===== src/design/ric_pkg.sv =====
`timescale 1ns / 1ps
package ric_pkg;

   // Field widths fixed by the transaction format
   localparam int OP_W     = 1;
   localparam int DEV_W    = 16;
   localparam int INO_W    = 12;
   localparam int SLOT_W   = 6;
   localparam int STAT_W   = 3;
   localparam int COUNT_W  = 8;
   localparam int SECT_W   = 21;
   localparam int OFFS_W   = 9;
   localparam int IMAP_W   = 8;
   localparam int CSR_IDX_W = 1;

   // Boot sector plus super block ahead of the maps
   localparam logic [SECT_W+1:0] LEAD_SECTORS = (SECT_W+2)'(1 + 1);
   localparam logic [SECT_W-1:0] MAX_SECTOR   = {SECT_W{1'b1}};
   localparam logic [COUNT_W-1:0] MAX_COUNT   = {COUNT_W{1'b1}};

   // Request kinds
   localparam logic [OP_W-1:0] OP_ACQUIRE = 1'b0;
   localparam logic [OP_W-1:0] OP_RELEASE = 1'b1;

   // Response status codes
   localparam logic [STAT_W-1:0] STAT_HIT      = 3'd0;
   localparam logic [STAT_W-1:0] STAT_LOAD     = 3'd1;
   localparam logic [STAT_W-1:0] STAT_NULL     = 3'd2;
   localparam logic [STAT_W-1:0] STAT_FULL     = 3'd3;
   localparam logic [STAT_W-1:0] STAT_BAD_REL  = 3'd4;

   // Configuration register indexes
   localparam logic [CSR_IDX_W-1:0] CSR_IMAP = 1'b0;
   localparam logic [CSR_IDX_W-1:0] CSR_SMAP = 1'b1;

   // One slot of the table
   typedef struct packed {
      logic [COUNT_W-1:0] refs;
      logic [DEV_W-1:0]   dev;
      logic [INO_W-1:0]   ino;
   } entry_type;

   typedef enum logic [2:0] {
      S_CLEAR,
      S_IDLE,
      S_RELRD,
      S_SCAN,
      S_DIV,
      S_ADDR,
      S_DONE
   } state_type;

endpackage


===== src/design/refcounted_inode_cache.sv =====
`timescale 1ns / 1ps
// Reference-counted inode slot table.
// Request channel (req_): tuser is the operation (0 acquire, 1 release); tdata carries
// device, inode number and the slot to release. Response channel (rsp_): tuser is the
// status, tdata the slot, its count after the transaction and, for a new slot, the disk
// sector and byte offset to load the inode from. Exactly one response per request.
// Configuration channel (csr_): index 0 inode-map sectors, 1 sector-map sectors; always
// ready; write it only while the block is idle: the block itself does not enforce this.
// All slots sit in one memory with a registered read port; one request is worked at a time.
// Release: read, update and output register from acceptance to response valid.
// Acquire: the scan reads one slot a cycle and stops at a hit; a miss or full table scans
// every slot. A new slot then passes S_DIV, the reciprocal multiply that gives the
// quotient of the inode number by INODES_PER_SECTOR, and S_ADDR for the remainder,
// offset and sector sum.
// A null inode or an out-of-range release goes straight to the done state.
// After reset a clearing pass writes every slot free, with req_tready low.
// The response sits in an output register; while the receiver stalls, the next request is
// still accepted and worked, and it waits in the done state until the register frees.
module refcounted_inode_cache
   import ric_pkg::*;
#(
   parameter int SLOTS             = 64,
   parameter int INODES_PER_SECTOR = 16,
   parameter int SECTOR_BYTES      = 512
) (
   input  logic                 clock,
   input  logic                 reset,
   input  logic                 req_tvalid,
   output logic                 req_tready,
   input  logic [OP_W-1:0]      req_tuser,   // operation
   input  logic [39:0]          req_tdata,   // device[15:0], inode_number[27:16], slot[33:28]
   output logic                 rsp_tvalid,
   input  logic                 rsp_tready,
   output logic [STAT_W-1:0]    rsp_tuser,   // status
   output logic [47:0]          rsp_tdata,   // slot_index[5:0], ref_count[13:6],
                                             // load_sector[34:14], load_offset[43:35]
   input  logic                 csr_valid,
   output logic                 csr_ready,
   input  logic [CSR_IDX_W-1:0] csr_index,
   input  logic [SECT_W-1:0]    csr_data
);

   localparam int AW  = (SLOTS > 1) ? $clog2(SLOTS) : 1;
   localparam int RW  = (AW > SLOT_W) ? AW : SLOT_W;
   localparam int DW  = $clog2(INODES_PER_SECTOR + 1);
   localparam int BYTES_PER_INODE = SECTOR_BYTES / INODES_PER_SECTOR;
   localparam int PW  = DW + 13;
   localparam int RECIP_SH = 24;
   localparam int RECIP_W  = RECIP_SH + 1;
   localparam int QP_W     = INO_W + RECIP_W;
   localparam logic [AW-1:0]      LAST_SLOT = AW'(SLOTS - 1);
   localparam logic [INO_W-1:0]   DIVISOR   = INO_W'(INODES_PER_SECTOR);
   // Rounded-up reciprocal, exact for every 12-bit inode number
   localparam logic [RECIP_W-1:0] RECIP     =
      RECIP_W'((2**RECIP_SH + INODES_PER_SECTOR - 1) / INODES_PER_SECTOR);

   // Slot memory
   entry_type mem [SLOTS];
   entry_type rd_data_ff;
   logic              mem_wr_en;
   logic [AW-1:0]     mem_wr_addr;
   entry_type         mem_wr_data;
   logic [AW-1:0]     mem_rd_addr;

   // Control registers
   state_type         state_ff, state_in;
   logic [AW-1:0]     clr_ff, clr_in;
   logic [AW-1:0]     chk_ff, chk_in;
   logic [AW-1:0]     free_ff, free_in;
   logic              have_free_ff, have_free_in;
   logic              rsp_valid_ff, rsp_valid_in;
   logic [IMAP_W-1:0] imap_ff, imap_in;
   logic [SECT_W-1:0] smap_ff, smap_in;

   // Payload registers
   logic [DEV_W-1:0]   dev_ff;
   logic [INO_W-1:0]   ino_ff;
   logic [SLOT_W-1:0]  rel_ff;
   logic [INO_W-1:0]   quo_ff, quo_in;
   logic [STAT_W-1:0]  res_status_ff, res_status_in;
   logic [SLOT_W-1:0]  res_slot_ff, res_slot_in;
   logic [COUNT_W-1:0] res_count_ff, res_count_in;
   logic [SECT_W-1:0]  res_sector_ff, res_sector_in;
   logic [OFFS_W-1:0]  res_offset_ff, res_offset_in;
   logic [STAT_W-1:0]  out_status_ff;
   logic [47:0]        out_data_ff;

   // Request fields
   logic               req_accept;
   logic [DEV_W-1:0]   req_dev;
   logic [INO_W-1:0]   req_ino;
   logic [SLOT_W-1:0]  req_rel;
   logic [RW-1:0]      req_rel_ext;
   logic [RW-1:0]      rel_ff_ext;
   logic               req_rel_ok;

   // Scan and arithmetic helpers
   logic               key_hit;
   logic               is_free;
   logic [AW-1:0]      claim_idx;
   logic [RW-1:0]      chk_ext;
   logic [RW-1:0]      claim_ext;
   logic [COUNT_W-1:0] inc_count;
   logic [INO_W-1:0]   ino_less;
   logic [QP_W-1:0]    quo_prod;
   logic [INO_W-1:0]   quo_back;
   logic [INO_W-1:0]   div_rem_full;
   logic [DW-1:0]      div_rem;
   logic [SECT_W+1:0]  sector_sum;
   logic [PW-1:0]      off_prod;

   assign req_accept = req_tvalid && req_tready;
   assign req_dev    = req_tdata[15:0];
   assign req_ino    = req_tdata[27:16];
   assign req_rel    = req_tdata[33:28];
   assign req_rel_ext = RW'(req_rel);
   assign rel_ff_ext  = RW'(rel_ff);
   assign req_rel_ok  = 32'(req_rel) < 32'(SLOTS);

   assign key_hit   = (rd_data_ff.refs != '0) && (rd_data_ff.dev == dev_ff)
                      && (rd_data_ff.ino == ino_ff);
   assign is_free   = (rd_data_ff.refs == '0);
   assign claim_idx = have_free_ff ? free_ff : chk_ff;
   assign chk_ext   = RW'(chk_ff);
   assign claim_ext = RW'(claim_idx);
   assign inc_count = (rd_data_ff.refs == MAX_COUNT) ? MAX_COUNT
                      : COUNT_W'(rd_data_ff.refs + 1'b1);

   // Quotient by reciprocal multiplication, remainder by multiply back and subtract
   assign ino_less     = INO_W'(ino_ff - 1'b1);
   assign quo_prod     = QP_W'(ino_less) * QP_W'(RECIP);
   assign quo_back     = INO_W'(quo_ff * DIVISOR);
   assign div_rem_full = INO_W'(ino_less - quo_back);
   assign div_rem      = div_rem_full[DW-1:0];

   assign sector_sum = LEAD_SECTORS + (SECT_W+2)'(imap_ff) + (SECT_W+2)'(smap_ff)
                       + (SECT_W+2)'(quo_ff);
   assign off_prod   = PW'(div_rem) * PW'(BYTES_PER_INODE);

   assign req_tready = (state_ff == S_IDLE);
   assign csr_ready  = 1'b1;
   assign rsp_tvalid = rsp_valid_ff;
   assign rsp_tuser  = out_status_ff;
   assign rsp_tdata  = out_data_ff;

   // Next state, memory access and result
   always_comb begin
      state_in      = state_ff;
      clr_in        = clr_ff;
      chk_in        = chk_ff;
      free_in       = free_ff;
      have_free_in  = have_free_ff;
      quo_in        = quo_ff;
      res_status_in = res_status_ff;
      res_slot_in   = res_slot_ff;
      res_count_in  = res_count_ff;
      res_sector_in = res_sector_ff;
      res_offset_in = res_offset_ff;
      rsp_valid_in  = rsp_valid_ff && !rsp_tready;
      mem_wr_en     = 1'b0;
      mem_wr_addr   = chk_ff;
      mem_wr_data   = rd_data_ff;
      mem_rd_addr   = '0;

      unique case (state_ff)
         S_CLEAR: begin
            // Free one slot a cycle
            mem_wr_en   = 1'b1;
            mem_wr_addr = clr_ff;
            mem_wr_data = '0;
            clr_in      = AW'(clr_ff + 1'b1);
            if (clr_ff == LAST_SLOT) begin
               state_in = S_IDLE;
            end
         end
         S_IDLE: begin
            if (req_tuser == OP_RELEASE) begin
               mem_rd_addr = req_rel_ext[AW-1:0];
            end
            if (req_accept) begin
               res_sector_in = '0;
               res_offset_in = '0;
               res_count_in  = '0;
               if (req_tuser == OP_RELEASE) begin
                  res_slot_in = req_rel;
                  if (req_rel_ok) begin
                     state_in = S_RELRD;
                  end else begin
                     res_status_in = STAT_BAD_REL;
                     state_in      = S_DONE;
                  end
               end else if (req_ino == '0) begin
                  res_status_in = STAT_NULL;
                  res_slot_in   = '0;
                  state_in      = S_DONE;
               end else begin
                  chk_in       = '0;
                  have_free_in = 1'b0;
                  state_in     = S_SCAN;
               end
            end
         end
         S_RELRD: begin
            if (is_free) begin
               res_status_in = STAT_BAD_REL;
            end else begin
               mem_wr_en        = 1'b1;
               mem_wr_addr      = rel_ff_ext[AW-1:0];
               mem_wr_data.refs = COUNT_W'(rd_data_ff.refs - 1'b1);
               res_status_in    = STAT_HIT;
               res_count_in     = COUNT_W'(rd_data_ff.refs - 1'b1);
            end
            state_in = S_DONE;
         end
         S_SCAN: begin
            mem_rd_addr = AW'(chk_ff + 1'b1);
            if (key_hit) begin
               mem_wr_en        = 1'b1;
               mem_wr_addr      = chk_ff;
               mem_wr_data.refs = inc_count;
               res_status_in    = STAT_HIT;
               res_slot_in      = chk_ext[SLOT_W-1:0];
               res_count_in     = inc_count;
               state_in         = S_DONE;
            end else begin
               if (is_free && !have_free_ff) begin
                  have_free_in = 1'b1;
                  free_in      = chk_ff;
               end
               if (chk_ff == LAST_SLOT) begin
                  if (have_free_ff || is_free) begin
                     // Claim the lowest free slot and start the sector arithmetic
                     mem_wr_en     = 1'b1;
                     mem_wr_addr   = claim_idx;
                     mem_wr_data   = '{refs: COUNT_W'(1), dev: dev_ff, ino: ino_ff};
                     res_status_in = STAT_LOAD;
                     res_slot_in   = claim_ext[SLOT_W-1:0];
                     res_count_in  = COUNT_W'(1);
                     state_in      = S_DIV;
                  end else begin
                     res_status_in = STAT_FULL;
                     res_slot_in   = '0;
                     state_in      = S_DONE;
                  end
               end else begin
                  chk_in = AW'(chk_ff + 1'b1);
               end
            end
         end
         S_DIV: begin
            // Hold the sector index within the inode table
            quo_in   = quo_prod[RECIP_SH +: INO_W];
            state_in = S_ADDR;
         end
         S_ADDR: begin
            // Saturate the sector, keep the offset to its field
            res_sector_in = (sector_sum > (SECT_W+2)'(MAX_SECTOR)) ? MAX_SECTOR
                            : sector_sum[SECT_W-1:0];
            res_offset_in = off_prod[OFFS_W-1:0];
            state_in      = S_DONE;
         end
         S_DONE: begin
            if (!rsp_valid_ff || rsp_tready) begin
               rsp_valid_in = 1'b1;
               state_in     = S_IDLE;
            end
         end
         default: begin
            state_in = S_IDLE;
         end
      endcase
   end

   // Configuration writes
   always_comb begin
      imap_in = imap_ff;
      smap_in = smap_ff;
      if (csr_valid && csr_ready) begin
         unique case (csr_index)
            CSR_IMAP: imap_in = csr_data[IMAP_W-1:0];
            CSR_SMAP: smap_in = csr_data;
            default:  imap_in = imap_ff;
         endcase
      end
   end

   // Control state
   always_ff @(posedge clock) begin
      if (reset) begin
         state_ff     <= S_CLEAR;
         clr_ff       <= '0;
         chk_ff       <= '0;
         free_ff      <= '0;
         have_free_ff <= 1'b0;
         rsp_valid_ff <= 1'b0;
         imap_ff      <= IMAP_W'(1);
         smap_ff      <= SECT_W'(1);
      end else begin
         state_ff     <= state_in;
         clr_ff       <= clr_in;
         chk_ff       <= chk_in;
         free_ff      <= free_in;
         have_free_ff <= have_free_in;
         rsp_valid_ff <= rsp_valid_in;
         imap_ff      <= imap_in;
         smap_ff      <= smap_in;
      end
   end

   // Capture the request and hold the working result
   always_ff @(posedge clock) begin
      if (req_accept) begin
         dev_ff <= req_dev;
         ino_ff <= req_ino;
         rel_ff <= req_rel;
      end
      quo_ff        <= quo_in;
      res_status_ff <= res_status_in;
      res_slot_ff   <= res_slot_in;
      res_count_ff  <= res_count_in;
      res_sector_ff <= res_sector_in;
      res_offset_ff <= res_offset_in;
   end

   // Load the output register when the result is handed over
   always_ff @(posedge clock) begin
      if (state_ff == S_DONE && (!rsp_valid_ff || rsp_tready)) begin
         out_status_ff <= res_status_ff;
         out_data_ff   <= {4'b0, res_offset_ff, res_sector_ff, res_count_ff, res_slot_ff};
      end
   end

   // Slot memory, one write and one registered read per cycle
   always_ff @(posedge clock) begin
      if (mem_wr_en) begin
         mem[mem_wr_addr] <= mem_wr_data;
      end
      rd_data_ff <= mem[mem_rd_addr];
   end

   // A request is taken only once per transaction
   a_single_accept: assert property (@(posedge clock) disable iff (reset)
      req_tvalid && req_tready |=> !req_tready)
      else $error("request accepted twice in a row");

   // A new slot always reports count one
   a_load_count: assert property (@(posedge clock) disable iff (reset)
      rsp_tvalid && rsp_tuser == STAT_LOAD |-> rsp_tdata[13:6] == COUNT_W'(1))
      else $error("new slot without count one");

   // Load location only accompanies a new slot
   a_load_zero: assert property (@(posedge clock) disable iff (reset)
      rsp_tvalid && rsp_tuser != STAT_LOAD |-> rsp_tdata[43:14] == '0)
      else $error("load location on a response without load");

   // The table is never written while idle
   a_idle_no_write: assert property (@(posedge clock) disable iff (reset)
      state_ff == S_IDLE |-> !mem_wr_en)
      else $error("slot write while idle");

   // A finished result waits only while the output is occupied
   a_done_wait: assert property (@(posedge clock) disable iff (reset)
      state_ff == S_DONE && !rsp_valid_ff |=> rsp_valid_ff && state_ff == S_IDLE)
      else $error("result not handed to a free output");

endmodule


===== config.mk =====
export PLATFORM = sky130hd
export DESIGN_NAME = refcounted_inode_cache
export DESIGN_NICKNAME = d
export VERILOG_FILES = /design/src/design/ric_pkg.sv /design/src/design/refcounted_inode_cache.sv
export SDC_FILE = /design/constraint.sdc
export NUM_CORES = 2
export LEC_CHECK = 0
export ABC_AREA = 0
export BUFFER_PORTS_ARGS = -buffer_cell sky130_fd_sc_hd__buf_2
export CAP_MARGIN = 40
export CORE_MARGIN = 3
export CORE_UTILIZATION = 40
export DETAILED_ROUTE_END_ITERATION = 6
export PLACE_DENSITY_LB_ADDON = 0.05
export SETUP_SLACK_MARGIN = 0.5
export SKIP_LAST_GASP = 1
export SLEW_MARGIN = 40
export SYNTH_ARGS = -nofsm -noshare
export SYNTH_HDL_FRONTEND = slang
export SYNTH_SLANG_ARGS = --single-unit

===== constraint.sdc =====
create_clock -name clock -period 12.6 [get_ports clock]
set_clock_uncertainty 0.1 [all_clocks]
set_input_delay 0.63 -clock clock [delete_from_list [all_inputs] [get_ports clock]]
set_output_delay 0.63 -clock clock [all_outputs]
set_load 0.01 [all_outputs]

==> impl_metrics.json <==
{
  "yosys.cell_types.count": 86,
  "grt_max_degree": 133,
  "pin_count": 122,
  "grt_overflow": 0,
  "dpl_cell_area_sq_um": 106000,
  "routedWlPerCell_um": 32.5,
  "layout-drive-gt1-share_pct": 21.9,
  "insertion_delay_ns": 0.94,
  "worst_pin_slew_ns": 1.01,
  "hp-start": "csr_index",
  "violations": "DRC",
  "power_density_nw_per_um2": 205,
  "cts-resized-gates": 0,
  "cpPeakStageDelay_ns": 0.76,
  "die_w_um": 506,
  "crit_start": "state_ff[1]",
  "r2r_end": "rd_data_ff[22]",
  "drc": 4,
  "area_delta_synth_final_pct": 15.3,
  "synthArstFlopShare_pct": 0,
  "r2r_slack_ns": 6.93,
  "cts.sink_count": 2518,
  "hold_viol_final": 0,
  "min_delay_path_depth": 4,
  "worstSetupPathType": "reg2reg",
  "gp_congestion": 0.817,
  "clockBufferDepth": 4,
  "multi_input_area_sq_um": 23600,
  "whs_ns": 0.0370,
  "slew_headroom_pct": 32.9,
  "crit_top_cell": "buf_12",
  "max-vdd-ir-drop_v": 0.000383,
  "grt.total_usage_pct": 23.8,
  "ys_seq_elements": 2518,
  "root_buffer": "clkbuf_16",
  "cts_hold_buf": 56,
  "numCtsBuffers": 293,
  "portBuffers": 105,
  "yosysTopAreaCellShare_pct": 72.9,
  "rsz0062_at_grt": "false",
  "synth_edf_count": 2430,
  "fillers": 21300,
  "netlist_instances": 5691,
  "start_kind": "register",
  "start_util_pct": 40.2,
  "status": "complete, but fails checks",
  "clk_transition_reported_paths_ns": 0.06,
  "max_cap_violations": 0,
  "synthTopCellsByArea": "edfxtp_1, mux4_2, a211oi_1",
  "slowest_stage": "dfxtp_1",
  "grt_pass1_vias": 55900,
  "required_ns": 13.33,
  "vias_per_cell": 5.92,
  "synth.most_common_cell": "edfxtp_1",
  "setup_viol": 0,
  "ys_seq_area_share_pct": 74.7,
  "dp.cells": 8952,
  "final_cell_area_sq_um": 115000,
  "timing.setup.tns_ns": 0,
  "cp.arrival_ns": 6.40,
  "core_area_sq_um": 249000,
  "rr_startpoint": "state_ff[1]",
  "crit_path_end_kind": "register",
  "wl_mm": 310,
  "leakage_nw": 37.7,
  "cp_max_fo": 90,
  "seqCellArea_sq_um": 74700,
  "cts_tree": "done",
  "yosys_warnings": 0,
  "min_to": "imap_ff[4]",
  "grt_pass1_wl_mm": 433,
  "syn_area_sq_um": 100000,
  "fp.dieArea_sq_um": 256000,
  "fin_crit_ns": 5.67,
  "rows": 183,
  "ant_nets": 0,
  "stdcell_count": 9537,
  "holdCritPathClass": "in2reg",
  "cts_setup_buffers": 0,
  "drt_iter0_markers": 5503,
  "r2r_cells": 10,
  "antenna_found_initial": 24,
  "ys.flop_type": "edfxtp_1",
  "max_freq_mhz": 176,
  "drt_first_pass_iters": 7,
  "min_period_over_period_pct": 45.0,
  "ctsHtreeMaxLevel": 5,
  "syn_area_per_cell_sq_um": 17.6,
  "vias": 56500,
  "die_h_um": 506,
  "synth_area_leader_cell": "edfxtp_1",
  "synth_commonest_cells": "edfxtp_1, nand2_1, mux4_2",
  "nNetsFinal": 6080,
  "cp_cell_sequence": "nand3b_1, buf_12, a21o_4, buf_12, buf_12, buf_16, mux4_2, a221oi_2, a22oi_1, and4_1",
  "dp_hpwl_mm": 161,
  "final-max-slew-violation-count": 0
}
-- worst max-delay path by stage --
stage / endpoint / slack [ns] / cells after the start
floorplan: mem[35][0] / 6.17 / 12
global placement: rd_data_ff[17] / 6.44 / 10
detailed placement: rd_data_ff[22] / 6.87 / 10
CTS: rd_data_ff[22] / 6.93 / 9
global route: rd_data_ff[22] / 6.63 / 10
finish: rd_data_ff[22] / 6.93 / 10
-- power by group --
| part | switching [mW] | internal, mW |
|---|---|---|
| Clock | 3.24 | 4.59 |
| Sequential | 0.169 | 10.5 |
| Combinational | 3.83 | 1.29 |
-- worst max-delay path: cells and delay by family (launching register included) --
family	cells	cell delay [ns]
AOI/OAI and AO/OA	3	1.65
buffers and inverters	4	1.54
DFF	1	0.76
muxes	1	0.57
and+or+nand+nor	2	0.54
-- cell type report --
type	instances	share of cell area, %
Multi-Input combinational cell	2550	20.5
Sequential cell	2518	64.8
Clock buffer	395	6.89
Clock inverter	96	0.603
Timing Repair Buffer	423	2.95
Tap cell	3330	3.61
Antenna cell	24	0.0521
Inverter	201	0.654
-- cell usage in the layout (no fill, tap or decap), types with 69 or more instances in the layout --
cell type  count
buf_2        114
a21oi_1      109
nor2_1       125
a221oi_1     167
mux2_2       142
o22ai_1       75
o21ai_0      112
inv_1        201
a22oi_1      109
nand2_1      320
edfxtp_1    2430
dfxtp_1       88
a311oi_1     108
a211oi_1     251
clkbuf_1      86
nand3_1       69
clkbuf_16    300
mux2i_1       89
mux4_2       319
buf_4        207
-- kinds of logic after synthesis --
family | after synthesis | synth area share (%)
fa+ha+maj | 25 | 0.373
flops | 2518 | 74.7
mux | 551 | 9.68
simple gates | 799 | 3.99
compound gates | 1102 | 8.12
other cells | 2 | 0.00750
buf+inv | 631 | 2.62
xor+xnor | 63 | 0.551
-- state kept, by name, indices dropped and copies added, names as in the netlist, 4 cells and up --
signal	flops
mem	2304
rsp_tdata	39
rd_data_ff	36
res_sector_ff	21
smap_ff	21
dev_ff	16
ino_ff	12
imap_ff	8
quo_ff	8
res_count_ff	8
chk_ext	6
clr_ff	6
free_ff	6
rel_ff	6
res_slot_ff	6
res_offset_ff	4
-- through the flow --
| stage | power (mW) | utilization [%] | setup WS (ns) |
|---|---|---|---|
| after detailed placement | 15.9 | 42.5 | 6.87 |
| after floorplan | 13.3 | - | 6.17 |
| after global placement | 15.7 | 42.4 | 6.44 |
| after CTS | 23.8 | 46.2 | 6.93 |
| final | 23.6 | 46.4 | 6.93 |
| after global routing | 24.4 | 46.4 | 6.63 |
-- metal layers --
layer	vias to the layer above	routed length [um]	GRT usage [%]	share of wire (%)
li1	23900	-	-	-
met1	30200	137000	34.4	44
met2	2067	143000	37.1	46
met3	372	21700	4.51	7.0
met4	0	7750	6.09	2.5
met5	-	0	0	0
(Power assumes the default switching activity.)
